## src/rtl/core/msp_pkg.sv

```systemverilog
// ----------------------------------------------------------------------------
// msp_pkg
// Shared types and constants for the response deframer: parser phases,
// frame signature bytes, result kinds and status codes.
// ----------------------------------------------------------------------------
package msp_pkg;

    typedef enum logic [2:0] {
        PH_SIG0    = 3'd0,
        PH_SIG1    = 3'd1,
        PH_SIG2    = 3'd2,
        PH_SIZE    = 3'd3,
        PH_CMD     = 3'd4,
        PH_PAYLOAD = 3'd5,
        PH_CHECK   = 3'd6
    } t_phase;

    localparam logic [7:0] SIG0_BYTE = 8'h24;
    localparam logic [7:0] SIG1_BYTE = 8'h4D;
    localparam logic [7:0] SIG2_BYTE = 8'h3E;

    localparam logic KIND_PAYLOAD = 1'b0;
    localparam logic KIND_STATUS  = 1'b1;

    localparam logic [1:0] ST_OK       = 2'd0;
    localparam logic [1:0] ST_BAD_SIG  = 2'd1;
    localparam logic [1:0] ST_BAD_SIZE = 2'd2;
    localparam logic [1:0] ST_BAD_SUM  = 2'd3;

endpackage

```

## src/rtl/core/msp_if.sv

```systemverilog
// ----------------------------------------------------------------------------
// msp channel interfaces
// Valid/ready channels for received bytes, parser results and the
// expected size register write.
// ----------------------------------------------------------------------------
interface msp_rx_if;
    logic       valid;
    logic       ready;
    logic [7:0] rx_byte;

    modport source (output valid, output rx_byte, input ready);
    modport sink   (input valid, input rx_byte, output ready);
endinterface

interface msp_res_if;
    logic       valid;
    logic       ready;
    logic       kind;
    logic [7:0] data_byte;
    logic [7:0] byte_index;
    logic [7:0] command_id;
    logic [1:0] status;

    modport source (output valid, output kind, output data_byte, output byte_index,
                    output command_id, output status, input ready);
    modport sink   (input valid, input kind, input data_byte, input byte_index,
                    input command_id, input status, output ready);
endinterface

interface msp_cfg_if;
    logic       valid;
    logic       ready;
    logic [7:0] expected_size;

    modport source (output valid, output expected_size, input ready);
    modport sink   (input valid, input expected_size, output ready);
endinterface

```

## src/rtl/core/msp_response_deframer.sv

```systemverilog
// ----------------------------------------------------------------------------
// msp_response_deframer
// A byte is held in the input register, then its result item in the result
// register; a held result item can stall the byte between the two.
// Throughput: one byte per cycle; a held result item stalls only a byte that
// produces a result, and rx ready follows result ready within the cycle.
// Reset (synchronous, active low) idles the parser at the first signature
// byte and clears expected size to zero.
// ----------------------------------------------------------------------------
module msp_response_deframer (
    input  logic             i_clk,
    input  logic             i_rst_n,
    msp_rx_if.sink           i_rx,
    msp_res_if.source        o_res,
    msp_cfg_if.sink          i_cfg
);

    // input register
    logic       r_in_valid;
    logic [7:0] r_in_byte;

    // parser state
    msp_pkg::t_phase r_phase, n_phase;
    logic       r_sig_ok, n_sig_ok;
    logic [7:0] r_frame_size, n_frame_size;
    logic [7:0] r_frame_cmd, n_frame_cmd;
    logic [7:0] r_pay_cnt, n_pay_cnt;
    logic [7:0] r_check, n_check;
    logic [7:0] r_exp_size;

    // result register
    logic       r_out_valid;
    logic       r_out_kind, n_out_kind;
    logic [7:0] r_out_data, n_out_data;
    logic [7:0] r_out_index, n_out_index;
    logic [7:0] r_out_cmd, n_out_cmd;
    logic [1:0] r_out_status, n_out_status;

    logic       has_result;
    logic       out_free;
    logic       proc_fire;
    logic [7:0] pay_cnt_inc;

    assign out_free    = !r_out_valid || o_res.ready;
    assign proc_fire   = r_in_valid && (!has_result || out_free);
    assign i_rx.ready  = !r_in_valid || proc_fire;
    assign i_cfg.ready = 1'b1;
    assign pay_cnt_inc = r_pay_cnt + 8'd1;

    assign o_res.valid      = r_out_valid;
    assign o_res.kind       = r_out_kind;
    assign o_res.data_byte  = r_out_data;
    assign o_res.byte_index = r_out_index;
    assign o_res.command_id = r_out_cmd;
    assign o_res.status     = r_out_status;

    always_ff @(posedge i_clk) begin
        if (!i_rst_n) begin
            r_in_valid <= 1'b0;
        end else if (i_rx.valid && i_rx.ready) begin
            r_in_valid <= 1'b1;
        end else if (proc_fire) begin
            r_in_valid <= 1'b0;
        end
        if (i_rx.valid && i_rx.ready) begin
            r_in_byte <= i_rx.rx_byte;
        end
    end

    always_ff @(posedge i_clk) begin
        if (!i_rst_n) begin
            r_exp_size <= 8'd0;
        end else if (i_cfg.valid && i_cfg.ready) begin
            r_exp_size <= i_cfg.expected_size;
        end
    end

    always_ff @(posedge i_clk) begin
        if (!i_rst_n) begin
            r_phase      <= msp_pkg::PH_SIG0;
            r_sig_ok     <= 1'b1;
            r_frame_size <= 8'd0;
            r_frame_cmd  <= 8'd0;
            r_pay_cnt    <= 8'd0;
            r_check      <= 8'd0;
        end else if (proc_fire) begin
            r_phase      <= n_phase;
            r_sig_ok     <= n_sig_ok;
            r_frame_size <= n_frame_size;
            r_frame_cmd  <= n_frame_cmd;
            r_pay_cnt    <= n_pay_cnt;
            r_check      <= n_check;
        end
    end

    always_comb begin
        n_phase      = r_phase;
        n_sig_ok     = r_sig_ok;
        n_frame_size = r_frame_size;
        n_frame_cmd  = r_frame_cmd;
        n_pay_cnt    = r_pay_cnt;
        n_check      = r_check;
        has_result   = 1'b0;
        n_out_kind   = msp_pkg::KIND_STATUS;
        n_out_data   = 8'd0;
        n_out_index  = 8'd0;
        n_out_cmd    = r_frame_cmd;
        n_out_status = msp_pkg::ST_OK;
        unique case (r_phase)
            msp_pkg::PH_SIG1: begin
                if (r_in_byte != msp_pkg::SIG1_BYTE) begin
                    n_sig_ok = 1'b0;
                end
                n_phase = msp_pkg::PH_SIG2;
            end
            msp_pkg::PH_SIG2: begin
                if (r_in_byte != msp_pkg::SIG2_BYTE) begin
                    n_sig_ok = 1'b0;
                end
                n_phase = msp_pkg::PH_SIZE;
            end
            msp_pkg::PH_SIZE: begin
                n_frame_size = r_in_byte;
                n_phase      = msp_pkg::PH_CMD;
            end
            msp_pkg::PH_CMD: begin
                n_frame_cmd = r_in_byte;
                n_check     = r_frame_size ^ r_in_byte;
                n_pay_cnt   = 8'd0;
                n_out_cmd   = r_in_byte;
                // signature fault wins over a size mismatch
                if (!r_sig_ok) begin
                    has_result   = 1'b1;
                    n_out_status = msp_pkg::ST_BAD_SIG;
                    n_phase      = msp_pkg::PH_SIG0;
                    n_sig_ok     = 1'b1;
                end else if (r_frame_size != r_exp_size) begin
                    has_result   = 1'b1;
                    n_out_status = msp_pkg::ST_BAD_SIZE;
                    n_phase      = msp_pkg::PH_SIG0;
                    n_sig_ok     = 1'b1;
                end else if (r_frame_size == 8'd0) begin
                    n_phase = msp_pkg::PH_CHECK;
                end else begin
                    n_phase = msp_pkg::PH_PAYLOAD;
                end
            end
            msp_pkg::PH_PAYLOAD: begin
                has_result  = 1'b1;
                n_out_kind  = msp_pkg::KIND_PAYLOAD;
                n_out_data  = r_in_byte;
                n_out_index = r_pay_cnt;
                n_check     = r_check ^ r_in_byte;
                n_pay_cnt   = pay_cnt_inc;
                if (pay_cnt_inc == r_frame_size) begin
                    n_phase = msp_pkg::PH_CHECK;
                end
            end
            msp_pkg::PH_CHECK: begin
                has_result   = 1'b1;
                n_out_status = (r_in_byte == r_check) ? msp_pkg::ST_OK
                                                      : msp_pkg::ST_BAD_SUM;
                n_phase      = msp_pkg::PH_SIG0;
                n_sig_ok     = 1'b1;
                n_pay_cnt    = 8'd0;
            end
            default: begin
                // first signature byte, also the unused phase code
                n_sig_ok  = (r_in_byte == msp_pkg::SIG0_BYTE);
                n_pay_cnt = 8'd0;
                n_phase   = msp_pkg::PH_SIG1;
            end
        endcase
    end

    always_ff @(posedge i_clk) begin
        if (!i_rst_n) begin
            r_out_valid <= 1'b0;
        end else if (proc_fire && has_result) begin
            r_out_valid <= 1'b1;
        end else if (o_res.ready) begin
            r_out_valid <= 1'b0;
        end
        if (proc_fire && has_result) begin
            r_out_kind   <= n_out_kind;
            r_out_data   <= n_out_data;
            r_out_index  <= n_out_index;
            r_out_cmd    <= n_out_cmd;
            r_out_status <= n_out_status;
        end
    end

`ifndef NO_ASSERTIONS
    a_payload_status_ok: assert property (@(posedge i_clk) disable iff (!i_rst_n)
        r_out_valid && r_out_kind == msp_pkg::KIND_PAYLOAD |-> r_out_status == msp_pkg::ST_OK)
        else $error("payload item carries a nonzero status");

    a_status_fields_zero: assert property (@(posedge i_clk) disable iff (!i_rst_n)
        r_out_valid && r_out_kind == msp_pkg::KIND_STATUS
            |-> r_out_data == 8'd0 && r_out_index == 8'd0)
        else $error("status item carries payload data");

    a_payload_count_bound: assert property (@(posedge i_clk) disable iff (!i_rst_n)
        r_phase == msp_pkg::PH_PAYLOAD |-> r_pay_cnt < r_frame_size)
        else $error("payload count ran past frame size");

    a_check_returns_idle: assert property (@(posedge i_clk) disable iff (!i_rst_n)
        proc_fire && r_phase == msp_pkg::PH_CHECK |=> r_phase == msp_pkg::PH_SIG0)
        else $error("parser did not idle after checksum byte");

    a_result_has_room: assert property (@(posedge i_clk) disable iff (!i_rst_n)
        proc_fire && has_result && r_out_valid |-> o_res.ready)
        else $error("result register overwritten while held");
`endif

endmodule
```

## src/flat_wrapper.sv

```systemverilog
// flat-port wrapper written by rule: the top's interface ports become plain ports
module msp_response_deframer_flat 
  (i_clk, i_rst_n, i_rx_valid, i_rx_rx_byte, i_rx_ready, o_res_valid, o_res_kind, o_res_data_byte, o_res_byte_index, o_res_command_id, o_res_status, o_res_ready, i_cfg_valid, i_cfg_expected_size, i_cfg_ready);
  msp_rx_if i_rx_i ();
  msp_res_if o_res_i ();
  msp_cfg_if i_cfg_i ();
  input  logic i_clk;
  input  logic i_rst_n;
  input wire logic [$bits(i_rx_i.valid)-1:0] i_rx_valid;
  input wire logic [$bits(i_rx_i.rx_byte)-1:0] i_rx_rx_byte;
  output wire logic [$bits(i_rx_i.ready)-1:0] i_rx_ready;
  output wire logic [$bits(o_res_i.valid)-1:0] o_res_valid;
  output wire logic [$bits(o_res_i.kind)-1:0] o_res_kind;
  output wire logic [$bits(o_res_i.data_byte)-1:0] o_res_data_byte;
  output wire logic [$bits(o_res_i.byte_index)-1:0] o_res_byte_index;
  output wire logic [$bits(o_res_i.command_id)-1:0] o_res_command_id;
  output wire logic [$bits(o_res_i.status)-1:0] o_res_status;
  input wire logic [$bits(o_res_i.ready)-1:0] o_res_ready;
  input wire logic [$bits(i_cfg_i.valid)-1:0] i_cfg_valid;
  input wire logic [$bits(i_cfg_i.expected_size)-1:0] i_cfg_expected_size;
  output wire logic [$bits(i_cfg_i.ready)-1:0] i_cfg_ready;
  assign i_rx_i.valid = i_rx_valid;
  assign i_rx_i.rx_byte = i_rx_rx_byte;
  assign i_rx_ready = i_rx_i.ready;
  assign o_res_valid = o_res_i.valid;
  assign o_res_kind = o_res_i.kind;
  assign o_res_data_byte = o_res_i.data_byte;
  assign o_res_byte_index = o_res_i.byte_index;
  assign o_res_command_id = o_res_i.command_id;
  assign o_res_status = o_res_i.status;
  assign o_res_i.ready = o_res_ready;
  assign i_cfg_i.valid = i_cfg_valid;
  assign i_cfg_i.expected_size = i_cfg_expected_size;
  assign i_cfg_ready = i_cfg_i.ready;
  msp_response_deframer u_core (.i_clk(i_clk), .i_rst_n(i_rst_n), .i_rx(i_rx_i), .o_res(o_res_i), .i_cfg(i_cfg_i));
endmodule
```

## config.mk

```make
export PLATFORM = sky130hd
export DESIGN_NAME = msp_response_deframer_flat
export DESIGN_NICKNAME = d
export VERILOG_FILES = /design/src/rtl/core/msp_pkg.sv /design/src/rtl/core/msp_if.sv /design/src/rtl/core/msp_response_deframer.sv /design/src/flat_wrapper.sv
export SDC_FILE = /design/constraint.sdc
export NUM_CORES = 1
export LEC_CHECK = 0
export BUFFER_PORTS_ARGS = -buffer_cell sky130_fd_sc_hd__clkbuf_2
export CAP_MARGIN = 20
export CORE_MARGIN = 2
export CORE_UTILIZATION = 45
export CTS_CLUSTER_SIZE = 24
export DETAILED_ROUTE_END_ITERATION = 8
export SETUP_SLACK_MARGIN = 0.15
export SYNTH_ARGS = -nofsm -noshare
export SYNTH_HDL_FRONTEND = slang
export SYNTH_SLANG_ARGS = --single-unit
```

## constraint.sdc

```tcl
create_clock -name i_clk -period 4.7 [get_ports i_clk]
set_input_delay 0.94 -clock i_clk [delete_from_list [all_inputs] [get_ports i_clk]]
set_output_delay 0.94 -clock i_clk [all_outputs]
set_load 0.1 [all_outputs]
```

; ---- Yosys cells after proc, flatten, opt, wreduce, memory -nomap -nowiden
; Cells that the tools add are included.
[word_totals]
ff_bits = 81
word_cells = 80
inputBits = 21
out_inout_bits = 30
[op_classes]
addsub = 1
reduce_logical = 22
bitwise = 4
n_mux = 23
n_eq_ne = 15
[ops]
columns = operator, n
row1 = case mux 8 bit (2 select lines), 2
row2 = case mux 3 bit (6 select lines), 1
row3 = equality test 8 bit, 2
row4 = bitwise XOR 8 bit, 2
row5 = "equality test 3 bit, second input constant", 3
row6 = two-way mux 1 bit, 9
row7 = two-way mux 3 bit, 3
row8 = "adder 8 x 1 -> 8 bit, second input constant", 1
row9 = "equality test 8 x 6 -> 1 bit, second input constant", 1
row10 = logical NOT 8 bit, 1
row11 = two-way mux 2 bit, 4
row12 = two-way mux 8 bit, 1
row13 = "!= test 8 x 6 -> 1 bit, second input constant", 1
row14 = "!= test 8 x 7 -> 1 bit, second input constant", 1
row15 = != test 8 bit, 1
row16 = AND reduction 2 bit, 4
row17 = "equality test 3 x 2 -> 1 bit, second input constant", 2
row18 = "!= test 2 x 1 -> 1 bit, second input constant", 3
row19 = nonzero test 2 bit, 3
row20 = OR reduction 2 bit, 3
row21 = case mux 1 bit (4 select lines), 1
row22 = case mux 2 bit (2 select lines), 1
row23 = AND reduction 4 bit, 1
row24 = "equality test 3 x 1 -> 1 bit, second input constant", 1
row25 = 6 further kinds, 13

; ---- Longest topological paths before layout
; Gate-level depths: netlist of the first run.
[depth]
word_depth = 10
depth_mapped = 8
ltp_nobuf = 7

; ---- Worst setup path before layout of the first run
; No wires, ideal clock.
[synth_timing]
path_type = input port to flip-flop
startpoint = input o_res_ready
endpoint = register u_core.r_out_index[0] (netlist: u_core.o_res.byte_index[0]) (enable)
path_buffers = 0
setup_ps = 420
setup_slack_ps = 1540
t_required_ps = 4280
path_stages = 4
arrival_ps = 2740
path_cell_list = nand2b_1 and2_1 nand3_1 a21oi_1
[synth_between]
elab_chain_cells = 4
[synth_rtl]
columns = item, line
row1 = start: declaration, flat_wrapper.sv:18  ; input wire logic [$bits(o_res_i.ready)-1:0] o_res_ready;
row2 = logical OR 1 bit, msp_response_deframer.sv:44  ; assign out_free = !r_out_valid || o_res.ready;
row3 = logical OR 1 bit, msp_response_deframer.sv:45  ; assign proc_fire = r_in_valid && (!has_result || out_free);
row4 = logical AND 1 bit, msp_response_deframer.sv:45
row5 = logical AND 1 bit, msp_response_deframer.sv:184  ; if (proc_fire && has_result) begin
row6 = end signal: assignment, msp_response_deframer.sv:187  ; r_out_index <= n_out_index;
row7 = end: declaration, msp_response_deframer.sv:35  ; logic [7:0] r_out_index, n_out_index;
; No other way between the ends.
; A chain may end at the register's enable or synchronous reset.

; ---- Final worst setup path of the first run
[layout_timing]
startpoint = register u_core.r_frame_size[3]
endpoint = output i_rx_ready
[layout_between]
elab_chain_cells = 8
[layout_rtl]
columns = item, line
row1 = start: declaration, msp_response_deframer.sv:25  ; logic [7:0] r_frame_size, n_frame_size;
row2 = start signal: assignment, msp_response_deframer.sv:89  ; r_frame_size <= n_frame_size;
row3 = != test 8 bit, msp_response_deframer.sv:137  ; end else if (r_frame_size != r_exp_size) begin
row4 = two-way mux 1 bit, msp_response_deframer.sv:137
row5 = two-way mux 1 bit, msp_response_deframer.sv:132  ; if (!r_sig_ok) begin
row6 = case mux 1 bit (2 select lines), msp_response_deframer.sv:109  ; unique case (r_phase)
row7 = logical NOT 1 bit, msp_response_deframer.sv:45
row8 = logical OR 1 bit, msp_response_deframer.sv:45
row9 = logical AND 1 bit, msp_response_deframer.sv:45
row10 = logical OR 1 bit, msp_response_deframer.sv:46  ; assign i_rx.ready = !r_in_valid || proc_fire;
row11 = end: declaration, flat_wrapper.sv:11  ; output wire logic [$bits(i_rx_i.ready)-1:0] i_rx_ready;
; No other way between the ends.

==> results of run 1 <==
[synthesized netlist by cell type (2+ instances only)]
cell       n
edfxtp_1  35
buf_2      6
o21ai_0   21
a21oi_1    6
xnor2_1   20
nor2_1    15
o211ai_1  10
nand3b_1   2
xor2_1     4
dfxtp_1   46
mux2i_1   16
clkbuf_1  24
nand2_1   43
and3_1    17
a21o_1     9
nand3_2    2
nor4_1     3
o221ai_1   2
nand3_1    4
or3_1      2
buf_4      2
inv_1     13
o211a_1    8
o31ai_1    2
nand4_1    7
nand2b_1  14
mux2_2     9
a31oi_1    4
and2_1     5
nor3_1     3
a21boi_0  13
o311ai_1   8
nor2b_1   20
[critical path, delay by kind of cell, from the launching register on]
kind / cells / cell delay [ns]
flops: 1 / 0.49
simple gates: 3 / 0.78
buf+inv: 1 / 0.45
xor+xnor: 1 / 0.15
compound gates: 1 / 0.19
[registers in the layout, indices dropped and copies added (netlist names)]
signal	count
u_core.o_res.byte_index	8
u_core.o_res.command_id	8
u_core.o_res.data_byte	8
u_core.r_check	8
u_core.r_exp_size	8
u_core.r_frame_cmd	8
u_core.r_frame_size	8
u_core.r_in_byte	8
u_core.r_pay_cnt	8
u_core.r_phase	3
u_core.o_res.status	2
u_core.o_res.kind	1
u_core.o_res.valid	1
u_core.r_in_valid	1
u_core.r_sig_ok	1
[how the worst max path moves through the flow]
stage / to / slack, ns
after floorplan: u_core.o_res.byte_index[0]$_SDFFCE_PP0P_ / 1.54
after global placement: i_rx_ready / 1.82
after detailed placement: i_rx_ready / 1.75
after CTS: i_rx_ready / 1.34
after global routing: i_rx_ready / 1.17
final: i_rx_ready / 1.35
[cells by family after synthesis]
| group | count (synthesis) | synth area share |
|---|---|---|
| simple gates | 145 | 0.1845 |
| fa+ha+maj | 1 | 0.003000 |
| compound gates | 99 | 0.1776 |
| flops | 81 | 0.4728 |
| other cells | 1 | 0.0008992 |
| buf+inv | 47 | 0.04800 |
| xor+xnor | 24 | 0.05040 |
| mux | 25 | 0.06271 |
[final cells by class]
class / instances / area, sq um
repair buffers: 52 / 280.3
clock inverters: 7 / 53.80
fillers: 877 / 4489
flip-flops and latches: 81 / 1972
clock buffers: 9 / 123.9
well taps: 111 / 138.9
multi-input cells: 295 / 2002
inverters: 13 / 48.80
[layer usage]
layer / part of all wire / vias up / routed length [um]
li1: - / 1571 / -
met5: 0 / - / 0
met4: 0.022 / 0 / 211
met2: 0.43 / 90 / 4187
met3: 0.048 / 17 / 467
met1: 0.50 / 1542 / 4828
[placed cells by master, fill, tap and decap left out, drive strengths merged, types with 8 or more instances in the layout]
cell type / Yosys / routed
clkbuf: 25 / 58
dfxtp: 46 / 46
nand2: 44 / 44
edfxtp: 35 / 35
o21ai: 22 / 22
xnor2: 20 / 20
nor2b: 20 / 20
and3: 17 / 17
mux2i: 16 / 16
nor2: 16 / 16
inv: 13 / 16
nand2b: 14 / 14
a21boi: 13 / 13
o211ai: 10 / 10
mux2: 9 / 9
a21o: 9 / 9
o311ai: 9 / 9
o211a: 8 / 8
[power by group]
| group | leakage [nW] | internal [mW] | switching (mW) | total (mW) |
|---|---|---|---|---|
| Clock | 0.0827 | 0.196 | 0.275 | 0.471 |
| Sequential | 0.674 | 0.743 | 0.0348 | 0.778 |
| Combinational | 0.903 | 0.0451 | 0.0561 | 0.101 |
[metrics by stage]
| step | std cells | util | worst slack, ns |
|---|---|---|---|
| floorplan | 423 | - | 1.540 |
| global placement | 551 | 0.4854 | 1.825 |
| detailed placement | 551 | 0.4854 | 1.745 |
| CTS | 567 | 0.5049 | 1.343 |
| global route | 568 | 0.5071 | 1.171 |
| finish | 568 | 0.5071 | 1.345 |
==> results.md, run 1 <==
- CP Launch Point: u_core.r_frame_size[3]$_SDFFE_PN0P_
- Drt via density: 5.669
- Slowest Stage Delay on Critical Path: 0.49 ns
- Root buffer cell: clkbuf_8
- EDFF count, synth: 35
- Vias in the first global route: 2,928
- Global-route usage over all layers: 0.2022
- Area of the core: 0.009109 sq mm
- DRT iter0 DRCs: 215
- Worst rel slew slack: 0.4650
- Worst-path clk slew: 0.09 ns
- Synth top area cells: edfxtp_1 25%, dfxtp_1 22%, xnor2_1 4.2%
- Diodes inserted: 0
- Starting Density: 0.4578
- TritonCTS buffer count: 9
- Rows: 35
- Crit-path cells: xnor2_1 > nand4_1 > nor2_1 > a21o_1 > or2_2 > clkbuf_2
- Clock sinks: 81
- Yosys warns: 0
- Clk buf depth: 2
- DIE AREA: 0.01005 sq mm
- Leakage Power: 1.660 nW
- Slew Viols, Final: 0
- Routed vias: 3,220
- Final instance area: 0.004619 sq mm
- Met1 Track Usage GR: 0.2921
- Design Power: 1.350 mW
- Peak supply drop: 174.9 uV
- Final GP Congestion: 0.9350
- CTS tree: yes
- Largest net degree at the start of global routing: 58
- Ys async rst share: 0
- First-pass DRT Iterations: 4
- Arr. time, crit path: 2.41 ns
- Worst-path maximum fanout: 6
- Final hold violations: 0
- Worst-margin pin slew: 0.8014 ns
- Worst r2r path cells: 5
- Area after DPL: 0.004422 sq mm
- Detailed-route DRC error count: 0
- RSZ-0062 raised after global routing: no
- I/O pin count: 51
- Cts repair resizes: 0
- Routing usage on met2: 0.2917
- Synth unique cells: 61
- Post-synthesis sequential area ratio: 0.4728
- Share of cells above drive strength 1: 0.1904
- Tcrit/Tclk final: 0.7138
- Final wirelength: 9695 um
- Min-Delay Path Class: reg -> reg
- Power density cells: 292.3 mW/mm^2
- Startpoint Class: flop
- R2R Path End: u_core.r_pay_cnt[5]$_SDFFE_PN0P_
- Final net count: 474
- Final HPWL DP: 6503 um
- Final setup vio count: 0
- Final setup TNS: 0 ns
- Syn Inst Count: 423
- Avg WL per Cell: 17.07 um
- Worst Path Required: 3.76 ns
- Antenna-violating nets left: 0
- CP Capture Type: output port
- Hold endpoint: u_core.r_pay_cnt[7]$_SDFFE_PN0P_
- Mean Syn Cell Area: 9.859 sq um
- CTS Hold Bufs: 0
- Initial antenna violation count: 0
- Hold WS: 0.5092 ns
- Syn Std Cell Area: 0.004170 sq mm
- Post-CTS Setup Inserts: 0
- Most Crowded Layer GR: met1
- Worst hold path stage count: 1
- First-pass GRT wire length: 15,680 um
- Critical register-to-register path startpoint: u_core.r_phase[0]$_SDFFE_PN0P_
- Reg2reg setup slack: 1.91 ns
- H-tree Lvls: 3
- Setup Skew: 0.01074 ns
- Number of max-cap violations: 0
- Area growth syn-to-layout: 10.77%
- Synth Net Count: 445
- Main synth FF type: dfxtp_1
- Chip width: 100.3 um
- Synthesis-stage register bit count: 81
- Top cell type's share of synthesized area: 0.2520
- Latest clock arrival within the worst-skew pair: 0.36 ns
- Die Ht: 100.3 um
- Status: finished clean
- CP max-delay cell: dfxtp_1
- Aggregate global routing overflow: 0
- Grt met3 use: 0.04039
- Max frequency: 0.2981 GHz
- Yosys top cell by area: edfxtp_1
- Setup CP Type: reg -> out
- Period minus WS final: 3.355 ns
- Number of I/O port buffers: 49
- HP Start: u_core.r_pay_cnt[7]$_SDFFE_PN0P_
(Power assumes the default switching activity.)
==> inputs of run 2 (changes only) <==
--- a/config.mk
+++ b/config.mk
@@ -11,6 +11,7 @@
 export CORE_UTILIZATION = 45
 export CTS_CLUSTER_SIZE = 24
 export DETAILED_ROUTE_END_ITERATION = 8
+export PLACE_DENSITY = 0.67
 export SETUP_SLACK_MARGIN = 0.15
 export SYNTH_ARGS = -nofsm -noshare
 export SYNTH_HDL_FRONTEND = slang
==> constraint.sdc (replaced) <==
create_clock -name i_clk -period 2.87 [get_ports i_clk]
set_input_delay 0.574 -clock i_clk [delete_from_list [all_inputs] [get_ports i_clk]]
set_output_delay 0.574 -clock i_clk [all_outputs]
set_load 0.1 [all_outputs]
==> results.md, run 2 (same netlist as run 1, synthesis figures left out) <==
- Status: finished clean
- Worst-path maximum fanout: 12
- First-pass DRT Iterations: 5
- Clk buf depth: 2
- Startpoint Class: flop
- Final GP Congestion: 0.9656
- Avg WL per Cell: 16.74 um
- Final net count: 476
- CP max-delay cell: dfxtp_1
- Diodes inserted: 0
- Setup Skew: 0.008425 ns
- TritonCTS buffer count: 9
- I/O pin count: 51
- Sw Share: 0.2355
- Tcrit/Tclk final: 0.8986
- Final setup vio count: 0
- Sequential power share: 0.532
- Worst-path clk slew: 0.08 ns
- Final hold violations: 0
- Slowest Stage Delay on Critical Path: 0.55 ns
- Dpl cells: 554
- Chip width: 100.3 um
- Max frequency: 0.3877 GHz
- Final setup margin: 0.2910 ns
- Final HPWL DP: 6519 um
- Post-CTS Setup Inserts: 0
- Aggregate global routing overflow: 0
- Routed vias: 3,229
- Largest net degree at the start of global routing: 33
- Worst rel slew slack: 0.5056
- Number of I/O port buffers: 49
- Critical register-to-register path startpoint: u_core.r_phase[2]$_SDFFE_PN0P_
- Vias in the first global route: 3,013
- Area of the core: 0.009109 sq mm
- Slew Viols, Final: 0
- Layout Cells excl Fill: 570
- Peak supply drop: 243.6 uV
- CTS Hold Bufs: 0
- CTS tree: yes
- RSZ-0062 raised after global routing: no
- Worst-margin pin slew: 0.7404 ns
- First-pass GRT wire length: 15,510 um
- Area growth syn-to-layout: 12.12%
- Commonest non-fill, non-tap cell in the layout: clkbuf_2
- Pint: 1.826 mW
- Initial antenna violation count: 0
- DIE AREA: 0.01005 sq mm
- Latest clock arrival within the worst-skew pair: 0.35 ns
- DRT iter0 DRCs: 178
- Antenna-violating nets left: 0
- Final wirelength: 9541 um
- P_sw: 0.5627 mW
- Worst Path Required: 2.30 ns
- Die Ht: 100.3 um
- Number of max-cap violations: 0
- Arr. time, crit path: 2.01 ns
- Final setup TNS: 0 ns
- Setup crit end: i_rx_ready
- WP depth: 5
- CP Launch Point: u_core.r_phase[1]$_SDFFE_PN0P_
- Period minus WS final: 2.579 ns
- Hold WS: 0.3879 ns
- Starting Density: 0.4578
- Clk pwr share: 0.397
- Power density cells: 511.0 mW/mm^2
- H-tree Lvls: 3
- Family with the most delay on the worst path: simple AND/OR/NAND/NOR gates
- Detailed-route DRC error count: 0
- DP Worst Slack: 0.6038 ns
- Worst r2r path cells: 6
- Most frequent cells in the layout: 48 x clkbuf_2, 46 x dfxtp_1, 43 x nand2_1
- Reg2reg setup slack: 0.66 ns
- CP Buf/Inv Count: 1
- Fillers: 846
- Rows: 35
- Crit-path cells: nand2b_1 > nor2_1 > a21o_1 > or2_2 > clkbuf_4
- Share of cells above drive strength 1: 0.1939
- Clock sinks: 81
- Final instance area: 0.004676 sq mm
- Min-Delay Path Class: in -> reg
- Gate power share: 0.071
- Root buffer cell: clkbuf_8
- Leakage Power: 1.699 nW
- Drt via density: 5.665
- Setup CP Type: reg -> out
- R2R Path End: u_core.r_sig_ok$_SDFFE_PN1P_
- Area after DPL: 0.004444 sq mm
- Global-route usage over all layers: 0.1981
- CP Capture Type: output port
[run 2: area by class of cell]
cell class,instances,area (sq um),area share
clock buffer,11,151.4,0.03238
clock inverter,5,77.57,0.01659
inverter,13,48.80,0.01044
multi-input combinational,295,2002,0.4282
sequential,81,1972,0.4217
tap,111,138.9,0.02970
timing repair buffer,54,285.3,0.06101
[run 2: per-layer routing]
layer	wire length, um	part of all wire	up-vias	GRT usage
met5	0	0	-	0
li1	-	-	1579	-
met3	450	0.047	24	0.02646
met1	4483	0.47	1523	0.2783
met4	272	0.029	0	0.09589
met2	4335	0.45	103	0.3015
[run 2: worst min-delay path by stage]
| stage | startpoint | to | slack (ns) | cells past startpoint |
|---|---|---|---|---|
| after floorplan | u_core.r_pay_cnt[7]$_SDFFE_PN0P_ | u_core.r_pay_cnt[7]$_SDFFE_PN0P_ | 0.46 | 1 |
| after global placement | u_core.r_frame_cmd[3]$_SDFFE_PN0P_ | u_core.r_frame_cmd[3]$_SDFFE_PN0P_ | 0.49 | 2 |
| after detailed placement | u_core.r_pay_cnt[7]$_SDFFE_PN0P_ | u_core.r_pay_cnt[7]$_SDFFE_PN0P_ | 0.50 | 1 |
| after CTS | i_rx_rx_byte[3] | u_core.r_in_byte[3]$_DFFE_PP_ | 0.38 | 1 |
| after global routing | i_rx_rx_byte[5] | u_core.r_in_byte[5]$_DFFE_PP_ | 0.38 | 1 |
| final | i_rx_rx_byte[3] | u_core.r_in_byte[3]$_DFFE_PP_ | 0.39 | 1 |
[run 2: stage by stage]
step             util  power [mW]
3_3_place_gp   0.4879       1.461
4_1_cts        0.5130       2.400
6_report       0.5133       2.389
3_5_place_dp   0.4879       1.465
2_1_floorplan       -       1.408
5_1_grt        0.5133       2.467
[run 2: repair_timing]
item / in CTS / in global routing
endpoints found under the setup margin: 0 / 1
endpoints found under the hold margin: 0 / 0
resized for setup: 0 / 2
[run 2: power groups by stage]
stage          clock (mW)  sequential, mW  combinational [mW]
2_1_floorplan           0            1.26               0.152
3_3_place_gp            0            1.30               0.165
3_5_place_dp            0            1.30               0.169
4_1_cts             0.961            1.27               0.171
5_1_grt              1.01            1.27               0.185
6_report            0.949            1.27               0.170
